File: src/sv/rei_pkg.sv
// shared types and constants of the rotary encoder event queue
package rei_pkg;

  localparam int unsigned ELAPSED_W = 16;
  localparam int unsigned CODE_W    = 2;
  localparam int unsigned COUNT_W   = 4;
  localparam int unsigned APB_W     = 32;
  localparam int unsigned PADDR_W   = 3;

  localparam logic [ELAPSED_W-1:0] ELAPSED_MAX      = '1;
  localparam logic [ELAPSED_W-1:0] ROTARY_WIN_RESET = 16'd20;
  localparam logic [ELAPSED_W-1:0] BUTTON_WIN_RESET = 16'd50;
  localparam logic [COUNT_W-1:0]   COUNT_MAX        = 4'd15;

  localparam logic [1:0] FUNC_TICK   = 2'd0;
  localparam logic [1:0] FUNC_ROTARY = 2'd1;
  localparam logic [1:0] FUNC_BUTTON = 2'd2;
  localparam logic [1:0] FUNC_READ   = 2'd3;

  localparam logic [CODE_W-1:0] EV_CW    = 2'd0;
  localparam logic [CODE_W-1:0] EV_CCW   = 2'd1;
  localparam logic [CODE_W-1:0] EV_CLICK = 2'd2;

  localparam logic REG_ROTARY_WIN = 1'b0;
  localparam logic REG_BUTTON_WIN = 1'b1;

  typedef struct packed {
    logic [1:0] func;
    logic       line_one_level;
    logic       line_two_level;
  } in_beat_t;

  typedef struct packed {
    logic              read_valid;
    logic [CODE_W-1:0] event_code;
    logic              empty_flag;
    logic              dropped;
    logic [COUNT_W-1:0] queued_count;
  } out_beat_t;

  typedef struct packed {
    logic shift;
    logic push;
  } cell_ctl_t;

endpackage

File: src/sv/rei_in_if.sv
// input channel of the rotary encoder event queue
interface rei_in_if;
  logic             valid;
  logic             ready;
  rei_pkg::in_beat_t data;

  modport source (output valid, output data, input ready);
  modport sink (input valid, input data, output ready);
endinterface

File: src/sv/rei_out_if.sv
// result channel of the rotary encoder event queue
interface rei_out_if;
  logic              valid;
  logic              ready;
  rei_pkg::out_beat_t data;

  modport source (output valid, output data, input ready);
  modport sink (input valid, input data, output ready);
endinterface

File: src/sv/rei_cell.sv
// one slot of the shifting event queue
module rei_cell #(
  parameter int unsigned CNT_W = 4,
  parameter int unsigned IDX   = 0
) (
  input  logic                       clk_i,
  input  rei_pkg::cell_ctl_t         ctl_i,
  input  logic [CNT_W-1:0]           count_i,
  input  logic [rei_pkg::CODE_W-1:0] new_code_i,
  input  logic [rei_pkg::CODE_W-1:0] next_code_i,
  output logic [rei_pkg::CODE_W-1:0] code_o
);

  logic [rei_pkg::CODE_W-1:0] code_q;
  logic [rei_pkg::CODE_W-1:0] code_d;

  always_comb begin
    code_d = code_q;
    if (ctl_i.shift) begin
      code_d = next_code_i;
    end else if (ctl_i.push && (count_i == CNT_W'(IDX))) begin
      code_d = new_code_i;
    end
  end

  always_ff @(posedge clk_i) begin
    code_q <= code_d;
  end

  assign code_o = code_q;

endmodule

File: src/sv/rotary_encoder_event_queue.sv
// top level: debounce, decode and a shifting cell queue of encoder events
// One beat is taken per clock cycle and its result appears in the output
// register on the next cycle; the input stalls only while that register holds
// a result the sink has not taken. Events sit in a row of QUEUE_SLOTS-1 cells:
// a push loads the first free cell, a read takes the head cell and every cell
// takes its neighbor's event in the same cycle. queued_count saturates at 15.
// Both debounce windows are APB registers at byte addresses 0 and 4.
module rotary_encoder_event_queue #(
  parameter int unsigned QUEUE_SLOTS = 16
) (
  input  logic                         clk_i,
  input  logic                         rst_ni,
  rei_in_if.sink                       in_i,
  rei_out_if.source                    out_o,
  input  logic                         psel,
  input  logic                         penable,
  input  logic                         pwrite,
  input  logic [rei_pkg::PADDR_W-1:0]  paddr,
  input  logic [rei_pkg::APB_W-1:0]    pwdata,
  output logic [rei_pkg::APB_W-1:0]    prdata,
  output logic                         pready
);

  localparam int unsigned CELLS = QUEUE_SLOTS - 1;
  localparam int unsigned CNT_W = $clog2(QUEUE_SLOTS);
  localparam logic [CNT_W-1:0] FULL_CNT = CNT_W'(QUEUE_SLOTS - 1);

  logic [rei_pkg::ELAPSED_W-1:0] rot_win_q, btn_win_q;
  logic [rei_pkg::ELAPSED_W-1:0] rot_el_q, rot_el_d, btn_el_q, btn_el_d;
  logic [CNT_W-1:0]              count_q, count_d;
  logic                          out_valid_q;
  rei_pkg::out_beat_t            out_q, out_d;

  logic                          in_ready, accept, wr_en;
  logic                          push, pop, full;
  logic [rei_pkg::CODE_W-1:0]    new_code;
  logic [31:0]                   cnt_ext;
  rei_pkg::cell_ctl_t            ctl;
  logic [rei_pkg::CODE_W-1:0]    chain [CELLS+1];

  // apb register file
  assign pready = 1'b1;
  assign wr_en  = psel && penable && pwrite;

  always_ff @(posedge clk_i or negedge rst_ni) begin
    if (!rst_ni) begin
      rot_win_q <= rei_pkg::ROTARY_WIN_RESET;
      btn_win_q <= rei_pkg::BUTTON_WIN_RESET;
    end else if (wr_en) begin
      unique case (paddr[2])
        rei_pkg::REG_ROTARY_WIN: rot_win_q <= pwdata[rei_pkg::ELAPSED_W-1:0];
        rei_pkg::REG_BUTTON_WIN: btn_win_q <= pwdata[rei_pkg::ELAPSED_W-1:0];
        default: ;
      endcase
    end
  end

  always_comb begin
    unique case (paddr[2])
      rei_pkg::REG_ROTARY_WIN: prdata = {16'd0, rot_win_q};
      rei_pkg::REG_BUTTON_WIN: prdata = {16'd0, btn_win_q};
      default:                 prdata = '0;
    endcase
  end

  // handshake
  assign in_ready    = !out_valid_q || out_o.ready;
  assign in_i.ready  = in_ready;
  assign accept      = in_i.valid && in_ready;
  assign out_o.valid = out_valid_q;
  assign out_o.data  = out_q;

  // debounce, decode and queue control
  assign full = (count_q == FULL_CNT);

  always_comb begin
    rot_el_d = rot_el_q;
    btn_el_d = btn_el_q;
    push     = 1'b0;
    pop      = 1'b0;
    new_code = rei_pkg::EV_CLICK;
    out_d    = '0;
    unique case (in_i.data.func)
      rei_pkg::FUNC_TICK: begin
        if (rot_el_q != rei_pkg::ELAPSED_MAX) rot_el_d = rot_el_q + 1'b1;
        if (btn_el_q != rei_pkg::ELAPSED_MAX) btn_el_d = btn_el_q + 1'b1;
      end
      rei_pkg::FUNC_ROTARY: begin
        if (rot_el_q >= rot_win_q) begin
          rot_el_d = '0;
          if (!in_i.data.line_one_level) begin
            new_code = in_i.data.line_two_level ? rei_pkg::EV_CW : rei_pkg::EV_CCW;
            push          = !full;
            out_d.dropped = full;
          end
        end
      end
      rei_pkg::FUNC_BUTTON: begin
        if (btn_el_q >= btn_win_q) begin
          btn_el_d      = '0;
          push          = !full;
          out_d.dropped = full;
        end
      end
      rei_pkg::FUNC_READ: begin
        if (count_q == '0) begin
          out_d.empty_flag = 1'b1;
        end else begin
          pop              = 1'b1;
          out_d.read_valid = 1'b1;
          out_d.event_code = chain[0];
        end
      end
      default: ;
    endcase

    count_d = count_q;
    if (push) count_d = count_q + 1'b1;
    if (pop)  count_d = count_q - 1'b1;
    cnt_ext = 32'(count_d);
    out_d.queued_count = (cnt_ext > 32'(rei_pkg::COUNT_MAX)) ? rei_pkg::COUNT_MAX
                                                             : cnt_ext[3:0];
  end

  assign ctl.shift = accept && pop;
  assign ctl.push  = accept && push;

  always_ff @(posedge clk_i or negedge rst_ni) begin
    if (!rst_ni) begin
      rot_el_q    <= rei_pkg::ELAPSED_MAX;
      btn_el_q    <= rei_pkg::ELAPSED_MAX;
      count_q     <= '0;
      out_valid_q <= 1'b0;
    end else begin
      if (accept) begin
        rot_el_q <= rot_el_d;
        btn_el_q <= btn_el_d;
        count_q  <= count_d;
      end
      if (in_ready) out_valid_q <= in_i.valid;
    end
  end

  always_ff @(posedge clk_i) begin
    if (accept) out_q <= out_d;
  end

  // queue cells
  assign chain[CELLS] = '0;

  for (genvar k = 0; k < CELLS; k++) begin : g_cell
    rei_cell #(
      .CNT_W (CNT_W),
      .IDX   (k)
    ) u_cell (
      .clk_i       (clk_i),
      .ctl_i       (ctl),
      .count_i     (count_q),
      .new_code_i  (new_code),
      .next_code_i (chain[k+1]),
      .code_o      (chain[k])
    );
  end

endmodule

File: src/flat_wrapper.sv
// flat-port wrapper written by rule: the top's interface ports become plain ports
module rotary_encoder_event_queue_flat 
#(
  parameter int unsigned QUEUE_SLOTS = 16
)
  (clk_i, rst_ni, psel, penable, pwrite, paddr, pwdata, prdata, pready, in_i_valid, in_i_data, in_i_ready, out_o_valid, out_o_data, out_o_ready);
  rei_in_if in_i_i ();
  rei_out_if out_o_i ();
  input  logic clk_i;
  input  logic rst_ni;
  input  logic psel;
  input  logic penable;
  input  logic pwrite;
  input  logic [rei_pkg::PADDR_W-1:0] paddr;
  input  logic [rei_pkg::APB_W-1:0] pwdata;
  output logic [rei_pkg::APB_W-1:0] prdata;
  output logic pready;
  input wire logic [$bits(in_i_i.valid)-1:0] in_i_valid;
  input wire logic [$bits(in_i_i.data)-1:0] in_i_data;
  output wire logic [$bits(in_i_i.ready)-1:0] in_i_ready;
  output wire logic [$bits(out_o_i.valid)-1:0] out_o_valid;
  output wire logic [$bits(out_o_i.data)-1:0] out_o_data;
  input wire logic [$bits(out_o_i.ready)-1:0] out_o_ready;
  assign in_i_i.valid = in_i_valid;
  assign in_i_i.data = in_i_data;
  assign in_i_ready = in_i_i.ready;
  assign out_o_valid = out_o_i.valid;
  assign out_o_data = out_o_i.data;
  assign out_o_i.ready = out_o_ready;
  rotary_encoder_event_queue #(.QUEUE_SLOTS(QUEUE_SLOTS)) u_core (.clk_i(clk_i), .rst_ni(rst_ni), .in_i(in_i_i), .out_o(out_o_i), .psel(psel), .penable(penable), .pwrite(pwrite), .paddr(paddr), .pwdata(pwdata), .prdata(prdata), .pready(pready));
endmodule
File: config.mk
export PLATFORM = sky130hd
export DESIGN_NAME = rotary_encoder_event_queue_flat
export DESIGN_NICKNAME = d
export VERILOG_FILES = /design/src/sv/rei_pkg.sv /design/src/sv/rei_in_if.sv /design/src/sv/rei_out_if.sv /design/src/sv/rei_cell.sv /design/src/sv/rotary_encoder_event_queue.sv /design/src/flat_wrapper.sv
export SDC_FILE = /design/constraint.sdc
export NUM_CORES = 1
export LEC_CHECK = 0
export BUFFER_PORTS_ARGS = -buffer_cell sky130_fd_sc_hd__buf_4
export CAP_MARGIN = 25
export CORE_MARGIN = 8
export CORE_UTILIZATION = 30
export DETAILED_ROUTE_END_ITERATION = 8
export SLEW_MARGIN = 20
export SYNTH_ARGS = -nofsm -noshare
export SYNTH_HDL_FRONTEND = slang
export SYNTH_SLANG_ARGS = --single-unit
File: constraint.sdc
create_clock -name clk_i -period 3.8 [get_ports clk_i]
set_input_delay 0.38 -clock clk_i [delete_from_list [all_inputs] [get_ports clk_i]]
set_output_delay 0.38 -clock clk_i [all_outputs]
set_load 0.03 [all_outputs]
Word-level counts from Yosys, hierarchy flattened
Cells that the tools add are included.
{ "word_totals": {"regBits": 108, "latch_bits": 0, "ram_bits": 0, "romBits": 0, "in_bits": 46, "out_inout_bits": 44, "word_cells": 157, "memories": 0} }
{ "op_classes": {"addsub": 4, "multipliers": 0, "div_mod_pow": 0, "magnitude_cmp": 2, "eq_ne": 24, "shifts": 0, "mux": 53, "n_bitwise": 2, "n_reduce_logical": 46} }
{ "ops": {"columns": ["op", "count"], "rows": [
  ["2-to-1 mux 16 bit", 4],
  ["one-hot mux 16 bit (2 select lines)", 2],
  ["one-hot mux 32 bit (2 select lines)", 1],
  ["2-to-1 mux 2 bit", 31],
  ["adder 16 x 1 -> 16 bit (second input constant)", 2],
  ["== test 4 bit (second input constant)", 8],
  ["greater-or-equal comparator 16 bit", 2],
  ["inequality test 16 bit (second input constant)", 2],
  ["nonzero test 2 bit", 16],
  ["logical AND 1 bit", 20],
  ["== test 4 x 3 -> 1 bit (second input constant)", 4],
  ["2-to-1 mux 1 bit", 10],
  ["== test 4 x 2 -> 1 bit (second input constant)", 2],
  ["2-to-1 mux 4 bit", 2],
  ["inequality test 2 x 1 -> 1 bit (second input constant)", 4],
  ["AND reduction 4 bit", 2],
  ["adder 4 x 1 -> 4 bit (second input constant)", 1],
  ["== test 2 bit (second input constant)", 2],
  ["== test 4 x 1 -> 1 bit (second input constant)", 1],
  ["zero test 4 bit", 1],
  ["one-hot mux 1 bit (2 select lines)", 2],
  ["AND reduction 2 bit", 2],
  ["subtractor 4 x 1 -> 4 bit (second input constant)", 1],
  ["2-to-1 mux 3 bit", 1],
  ["other kinds (6)", 8]
]} }

Logic depth before layout (Yosys ltp)
Gate-level depths: netlist of run 1.
{ "depth": {"word_depth": 9, "depth_mapped": 11, "mapped_depth_nobuf": 10} }

Modules after synthesis
A second synthesis of run 1 with hierarchy kept.
{ "unflattened": {"hier_cells": 608, "area_unflattened_um2": 6536.3} }
{ "modules_own_cells": {"columns": ["mod", "n_inst", "cells_each", "area_per_inst_um2", "seq_area_each_um2"], "rows": [
  ["rotary_encoder_event_queue", 1, 516, 5032.3, 2043.2],
  ["rei_cell (u_core.g_cell[10].u_cell ...)", 6, 6, 98.8, 60.1],
  ["rei_cell (u_core.g_cell[4].u_cell ...)", 2, 7, 106.4, 60.1],
  ["rei_cell (u_core.g_cell[1].u_cell ...)", 2, 6, 105.1, 60.1],
  ["rei_cell (u_core.g_cell[12].u_cell ...)", 2, 6, 97.6, 60.1],
  ["rei_cell (u_core.g_cell[11].u_cell ...)", 2, 6, 96.3, 60.1],
  ["rei_cell (u_core.g_cell[0].u_cell)", 1, 6, 100.1, 60.1]
]} }

Worst setup path after synthesis of run 1
Ideal clock, no wire load.
{ "synth_path": {"kind": "register to register", "from": "register u_core.btn_el_q[0] (netlist bit)", "to": "register u_core.out_q (netlist bit u_core.out_o.data[1]), data pin", "setup_time_ps": 261, "t_arrival_ps": 2425, "required_ps": 3539, "slack_ps": 1114, "stages_incl_launch_ff": 9, "path_buffers": 0, "synth_period_minus_slack_ps": 2686, "cell_sequence": "dfstp_2 > inv_1 > ha_1 > nand2b_4 > a2111oi_4 > o32ai_1 > o41a_4 > o211a_4 > a311o_1"} }
{ "synth_between": {"elab_chain_len": 5} }
{ "synth_rtl": {"columns": ["element", "line_no", "source"], "rows": [
  ["from (decl)", "rotary_encoder_event_queue.sv:29", "logic [rei_pkg::ELAPSED_W-1:0] rot_el_q, rot_el_d, btn_el_q, btn_el_d;"],
  ["from (signal assigned)", "rotary_encoder_event_queue.sv:131", "btn_el_q <= rei_pkg::ELAPSED_MAX;"],
  ["from (signal assigned)", "rotary_encoder_event_queue.sv:137", "btn_el_q <= btn_el_d;"],
  ["greater-or-equal comparator 16 bit", "rotary_encoder_event_queue.sv:99", "if (btn_el_q >= btn_win_q) begin"],
  ["2-to-1 mux 1 bit", "rotary_encoder_event_queue.sv:99", null],
  ["one-hot mux 1 bit (2 select lines)", "rotary_encoder_event_queue.sv:83", "unique case (in_i.data.func)"],
  ["2-to-1 mux 4 bit", "rotary_encoder_event_queue.sv:118", "if (push) count_d = count_q + 1'b1;"],
  ["2-to-1 mux 4 bit", "rotary_encoder_event_queue.sv:119", "if (pop) count_d = count_q - 1'b1;"],
  ["named net u_core.count_d[1]", "rotary_encoder_event_queue.sv:30", "logic [CNT_W-1:0] count_q, count_d;"],
  ["to (signal assigned)", "rotary_encoder_event_queue.sv:145", "if (accept) out_q <= out_d;"],
  ["to (decl)", "rotary_encoder_event_queue.sv:32", "rei_pkg::out_beat_t out_q, out_d;"]
]} }
The timed path passes the listed nets, and every way through them passes these cells.
A chain may end at the register's enable or synchronous reset.

Final worst setup path of run 1
{ "layout_path": {"from": "register u_core.rot_el_q[0] (netlist bit)", "to": "register u_core.g_cell[5].u_cell.code_q (netlist bit u_core.g_cell[5].u_cell.code_o[0]), data pin"} }
{ "layout_between": {"elab_chain_len": 5} }
{ "layout_rtl": {"columns": ["element", "line_no", "source"], "rows": [
  ["from (decl)", "rotary_encoder_event_queue.sv:29", null],
  ["from (signal assigned)", "rotary_encoder_event_queue.sv:130", "rot_el_q <= rei_pkg::ELAPSED_MAX;"],
  ["from (signal assigned)", "rotary_encoder_event_queue.sv:136", "rot_el_q <= rot_el_d;"],
  ["greater-or-equal comparator 16 bit", "rotary_encoder_event_queue.sv:89", "if (rot_el_q >= rot_win_q) begin"],
  ["2-to-1 mux 2 bit", "rotary_encoder_event_queue.sv:89", null],
  ["2-to-1 mux 2 bit", "rotary_encoder_event_queue.sv:83", null],
  ["2-to-1 mux 2 bit", "rei_cell.sv:21", "end else if (ctl_i.push && (count_i == CNT_W'(IDX))) begin"],
  ["2-to-1 mux 2 bit", "rei_cell.sv:19", "if (ctl_i.shift) begin"],
  ["named net u_core.g_cell[5].u_cell.code_d (one bit)", "rei_cell.sv:15", "logic [rei_pkg::CODE_W-1:0] code_d;"],
  ["to (signal assigned)", "rei_cell.sv:27", "code_q <= code_d;"],
  ["to (decl)", "rei_cell.sv:14", "logic [rei_pkg::CODE_W-1:0] code_q;"]
]} }
The timed path passes the listed nets, and every way through them passes these cells. The select of a mux whose other input is x is not followed.

==> results of run 1 <==
-- layout make-up --
type | instances | area, µm² | share of cell area (%)
Clock inverter | 6 | 46.3 | 0.648
Multi-Input combinational cell | 428 | 2960 | 41.4
Clock buffer | 10 | 229 | 3.21
Timing Repair Buffer | 62 | 465 | 6.52
Tap cell | 270 | 338 | 4.73
Inverter | 49 | 184 | 2.58
Sequential cell | 108 | 2920 | 40.9
-- routing by layer --
metal / GRT usage, % / up-vias / wire [µm] / part of all wire [%]
met2: 17.4 / 84 / 6440 / 45
li1: - / 2227 / - / -
met5: 0 / - / 26 / 0.18
met1: 15.1 / 2104 / 6910 / 48
met3: 2.44 / 21 / 671 / 4.7
met4: 5.27 / 4 / 340 / 2.4
-- report_power, final --
group | switching [W] | internal (W)
logic | 0.000516 | 0.000365
registers | 0.000119 | 0.00138
clock network | 0.000457 | 0.000450
-- per-stage QoR --
| step | cell area [µm²] | power, W | worst slack [ns] |
|---|---|---|---|
| finish | 7140 | 0.00329 | 0.644 |
| global route | 7140 | 0.00348 | 0.348 |
| CTS | 7140 | 0.00333 | 0.576 |
| detailed placement | 6870 | 0.00241 | 0.606 |
| global placement | 6870 | 0.00239 | 0.647 |
| floorplan | 6300 | 0.00213 | 1.11 |
-- placed cells by master (no fill, tap or decap), drive strengths merged, types with 3 or more instances in the layout --
master,netlist,layout
nand3,21,21
nor2,40,40
inv,49,51
and4,5,5
and2,4,4
nand4,22,22
ha,43,43
xnor2,7,7
clkbuf,18,10
nor3,8,8
o41ai,4,4
nand4b,3,3
nand2,69,69
clkinvlp,0,3
and3,14,14
or2,3,3
a21oi,25,25
o21a,15,15
o21ai,29,29
dfstp,37,37
xor2,18,18
or3,7,7
edfxtp,37,37
nand2b,5,5
buf,25,62
conb,2,17
mux2,35,35
dfrtp,32,32
o31ai,5,5
a21o,3,3
-- state kept, by name, indices dropped and copies added (netlist names) --
signal                       count
u_core.btn_el_q                 16
u_core.count_q                   4
u_core.btn_win_q                16
u_core.rot_win_q                16
u_core.out_o.data                9
u_core.rot_el_q                 16
u_core.g_cell.u_cell.code_o     30
u_core.out_o.valid               1
-- cells by family (layout without fill, tap and decap cells) --
logic type / count (synthesis) / after routing / share of synthesized area (%)
XOR/XNOR: 25 / 25 / 3.51
adder cells (fa/ha/maj): 43 / 43 / 8.62
AO/OA/AOI/OAI: 105 / 105 / 12.0
other: 2 / 17 / 0.120
multiplexers: 35 / 35 / 6.31
buffers and inverters: 92 / 127 / 6.75
flip-flops: 108 / 108 / 46.8
AND/OR/NAND/NOR: 203 / 203 / 15.9
-- worst max-delay path by stage --
stage / from / end / slack [ns] / cells after the start
2_1_floorplan: u_core.btn_el_q[0] / u_core.out_o.data[1] / 1.11 / 8
3_3_place_gp: u_core.rot_el_q[0] / u_core.g_cell[0].u_cell.code_o[0] / 0.65 / 9
3_5_place_dp: u_core.rot_el_q[0] / u_core.g_cell[5].u_cell.code_o[0] / 0.61 / 9
4_1_cts: u_core.rot_el_q[0] / u_core.g_cell[5].u_cell.code_o[0] / 0.58 / 9
5_1_grt: u_core.rot_el_q[0] / u_core.g_cell[0].u_cell.code_o[0] / 0.35 / 9
6_report: u_core.rot_el_q[0] / u_core.g_cell[5].u_cell.code_o[0] / 0.64 / 9
-- worst max-delay path, delay by kind of cell, from the launching register on --
kind	cells	cell delay, ns
buffers and inverters	1	0.06
adders and majority gates	1	0.28
DFF	1	0.54
and+or+nand+nor	4	1.04
AOI/OAI and AO/OA	3	0.93
==> impl_metrics.ini, run 1 <==
[placement]
place_inst = 917
io_buffers = 54
place_congestion = 0.804
dpl.hpwl_mm = 10.6

[setup_path]
r2r_slack_ns = 0.64
cp-start-kind = flop
endpoint_kind = flop
crit_arrival_ns = 3.24
crit_type = reg2reg
cp.required_ns = 3.88
crit_chain = inv_1 -> ha_1 -> nand2b_1 -> a2111o_1 -> a32oi_1 -> a21oi_2 -> nand2_2 -> or2_1 -> nand2_1
crit_slowest_cell = dfstp_2
cp_max_fo = 15
reg2reg_from = u_core.rot_el_q[0]
regToRegEndpoint = u_core.g_cell[5].u_cell.code_o[0]
ff2ff_path_depth = 9
slowest_delay_ns = 0.54

[clock_tree]
htree_levels = 3
cts_num_sinks = 108
tritoncts = built
clkTransAtPathRegs_ns = 0.08
numCtsBuffers = 9
cts-root-buf = clkbuf_16
postCtsSetupBuffers = 0
insertion_delay_ns = 0.36
cts_buffer_depth = 2
hold_buffers = 0
cts_resized = 0

[logic_synthesis]
yosysTopAreaCell = edfxtp_1
synth_most_common_cell = nand2_1
ys_ff_latch = 108
avgSynthCellArea_um2 = 10.2
async_flop_share_pct = 63.9
synth_edf_count = 37
ys.flop_type = edfxtp_1
synthesis.area_mm2 = 0.00624
ys_top_cells_by_area = edfxtp_1 (18%), dfstp_2 (16%), dfrtp_1 (13%)
yosys.area.top_type_share_pct = 17.8
synthTopCellsByCount = nand2_1 (68), inv_1 (49), ha_1 (43)
synth_cell_types = 62
synth_seq_area_share_pct = 46.8
ys_warn_count = 0
synthCells = 613

[floorplanning]
die_x_um = 160
die_h_um = 160
ios = 90
num_rows = 52
start_util_pct = 30.7
die_area_mm2 = 0.0257
core_region_area_mm2 = 0.0204

[global_route]
grt_overflow = 0
grt_use_total_pct = 11.4
grt_max_degree = 70
grt_pass1_vias = 4431
grt_pass1_wl_mm = 23.5
grt_antenna_before_repair = 2

[timing]
hold_slack_ns = 0.130
fmaxAchievable_mhz = 317
rsz0062_at_grt = no
tightest_slew_ns = 0.891
setup_tns_ns = 0
setup_violations = 0
slew_headroom_pct = 40.6
hold_viol_final = 0
period_share_pct = 83.1
clock_skew_ns = 0.00920
slew_viol_final = 0
min_period_ns = 3.16

[layout]
drive_gt1_share_pct = 24.0
fin_util_pct = 35.1
areaGrowthSynthToFinish_pct = 14.4
final_nets = 747
diodes = 0
n_fill_cell = 2064
stdcell_count = 933

[drt]
avgViaCountPerCell = 4.76
drt_iter0_drc = 244
drt-total-wl_mm = 14.4
antenna_left = 0
drcViolationCount = 0
num_vias = 4440
wl_per_cell_um = 15.4
dr.pass1.iters = 4

[power]
pwr_density_cell_mw_per_mm2 = 461
p_leak_nw = 3.06
ir_drop_v = 0.000213

[hold_path]
min_path_type = in2async

[run]
maxCapViolCount = 0

[outcome]
outcome = completed
Power figures use the tool's default switching activity.
==> run 2: changes to the inputs <==
==> constraint.sdc (replaced) <==
create_clock -name clk_i -period 2.73 [get_ports clk_i]
set_input_delay 0.273 -clock clk_i [delete_from_list [all_inputs] [get_ports clk_i]]
set_output_delay 0.273 -clock clk_i [all_outputs]
set_load 0.03 [all_outputs]
==> impl_metrics.ini, run 2 (synthesis gave the netlist of run 1 again) <==
[outcome]
outcome = completed

[floorplanning]
num_rows = 52
core_region_area_mm2 = 0.0204
die_area_mm2 = 0.0257
ios = 90
start_util_pct = 30.7
die_h_um = 160
die_x_um = 160

[global_route]
grt_antenna_before_repair = 0
grt_pass1_wl_mm = 25.1
grt_pass1_vias = 4711
grt_overflow = 0
grt_use_total_pct = 12.1
grt_max_degree = 70

[power]
pwr_density_cell_mw_per_mm2 = 620
p_switching_w = 0.00154
combPwrFrac_pct = 29.9
ir_drop_v = 0.000306
p_leak_nw = 3.42
netSwitchingFraction_pct = 32.1
p_seq_share_pct = 43.1
clkPwrFrac_pct = 26.9
p_int_w = 0.00326

[timing]
fin_ws_ns = 0.0608
hold_viol_final = 0
tightest_slew_ns = 0.896
fmaxAchievable_mhz = 375
clock_skew_ns = 0.0105
setup_violations = 0
min_period_ns = 2.67
slew_viol_final = 0
hold_slack_ns = 0.0488
rsz0062_at_grt = yes
slew_headroom_pct = 40.3
period_share_pct = 97.8

[layout]
largest_reg_flops = 30
final_cell_mix = buf_4 (117), nand2_1 (68), inv_1 (48), ha_1 (42), nor2_1 (40)
final_nets = 806
diodes = 0
drive_gt1_share_pct = 33.0
areaGrowthSynthToFinish_pct = 24.1
layout_commonest_cell = buf_4

[setup_path]
cp-start-kind = flop
cp.required_ns = 2.78
endpoint_kind = flop
crit_type = reg2reg
cp_max_fo = 8
crit_arrival_ns = 2.72

[clock_tree]
cts-root-buf = clkbuf_16
clkTransAtPathRegs_ns = 0.07
cts_buffer_depth = 2
htree_levels = 3
cts_num_sinks = 108
tritoncts = built
insertion_delay_ns = 0.35
numCtsBuffers = 9
hold_buffers = 0

[drt]
drt_iter0_drc = 335
wl_per_cell_um = 15.3
antenna_left = 0
drt-total-wl_mm = 15.2
avgViaCountPerCell = 4.71
num_vias = 4671
drcViolationCount = 0
dr.pass1.iters = 4

[run]
maxCapViolCount = 0

[placement]
place_congestion = 0.793
dpl.hpwl_mm = 11.3
pre_cts_ws_ns = -0.255
io_buffers = 54

[hold_path]
min_path_type = in2async
run 2: cell count changes in the layout (fill, tap and decap cells not counted), moves of 3 or more:
| cell | before | now |
|---|---|---|
| a21oi_1 | 24 | 19 |
| buf_4 | 62 | 117 |
| clkinvlp_4 | 3 | 0 |
| a21oi_2 | 1 | 5 |
| o31ai_1 | 5 | 1 |
| o31ai_2 | 0 | 3 |
| buf_6 | 0 | 3 |
run 2: cell type report:
class	count	area [µm²]
fill	2000	12600
timing repair buffer	121	932
tap	270	338
inverter	49	184
sequential	108	2920
multi-input combinational	428	3080
clock buffer	14	275
clock inverter	2	17.5
run 2: power groups by stage:
| stage | Sequential (W) | Combinational (W) | Clock [W] |
|---|---|---|---|
| 6_report | 0.00207 | 0.00144 | 0.00129 |
| 4_1_cts | 0.00207 | 0.00142 | 0.00134 |
| 3_3_place_gp | 0.00209 | 0.00136 | 0 |
| 2_1_floorplan | 0.00209 | 0.000876 | 0 |
| 3_5_place_dp | 0.00210 | 0.00138 | 0 |
| 5_1_grt | 0.00210 | 0.00159 | 0.00139 |
run 2: timing repair:
action	CTS	global route
pin swaps	3	11
buffers inserted	2	0
hold endpoints to repair	0	0
setup endpoints to repair	26	55
gates resized for setup	11	18
run 2: path summary, 6_finish.rpt:
path | start | end | slack [ns] | cells past startpoint
setup / recovery | u_core.btn_win_q[5] | u_core.g_cell[1].u_cell.code_o[1] | 0.06 | 9
hold / removal | rst_ni | u_core.btn_win_q[11] | 0.05 | 1
setup reg to reg | u_core.btn_win_q[5] | u_core.g_cell[1].u_cell.code_o[1] | 0.06 | 9
hold reg to reg | u_core.g_cell[4].u_cell.code_o[0] | u_core.g_cell[3].u_cell.code_o[0] | 0.51 | 2
max in group asynchronous | rst_ni | u_core.count_q[2] | 2.10 | 1
min in group clk_i | in_i_valid | u_core.out_o.valid | 0.12 | 2
run 2: worst max-delay path, cell delays in order, from the launching register on:
cell     delay, ns
dfstp_2       0.53
inv_1         0.04
ha_1          0.28
nand4_1       0.10
or3_1         0.34
o32ai_2       0.23
o41a_4        0.20
or2_4         0.18
nand4_1       0.19
o31ai_4       0.27
run 2: layer usage:
| metal | track usage [%] | part of all wire, % |
|---|---|---|
| met1 | 16.4 | 49 |
| met2 | 18.7 | 45 |
| met3 | 2.29 | 4.3 |
| met4 | 4.72 | 1.5 |
| met5 | 0 | 0 |
run 2: per-stage QoR:
step,std cells,instance area [µm²],total power (W),util (%),TNS [ns]
after detailed placement,975,7310,0.00348,35.9,-2.23
after global placement,975,7310,0.00345,35.9,-1.22
after floorplan,628,6300,0.00297,-,0
final,992,7750,0.00481,38.0,0
after CTS,992,7670,0.00482,37.7,0
after global routing,992,7750,0.00508,38.0,-0.494
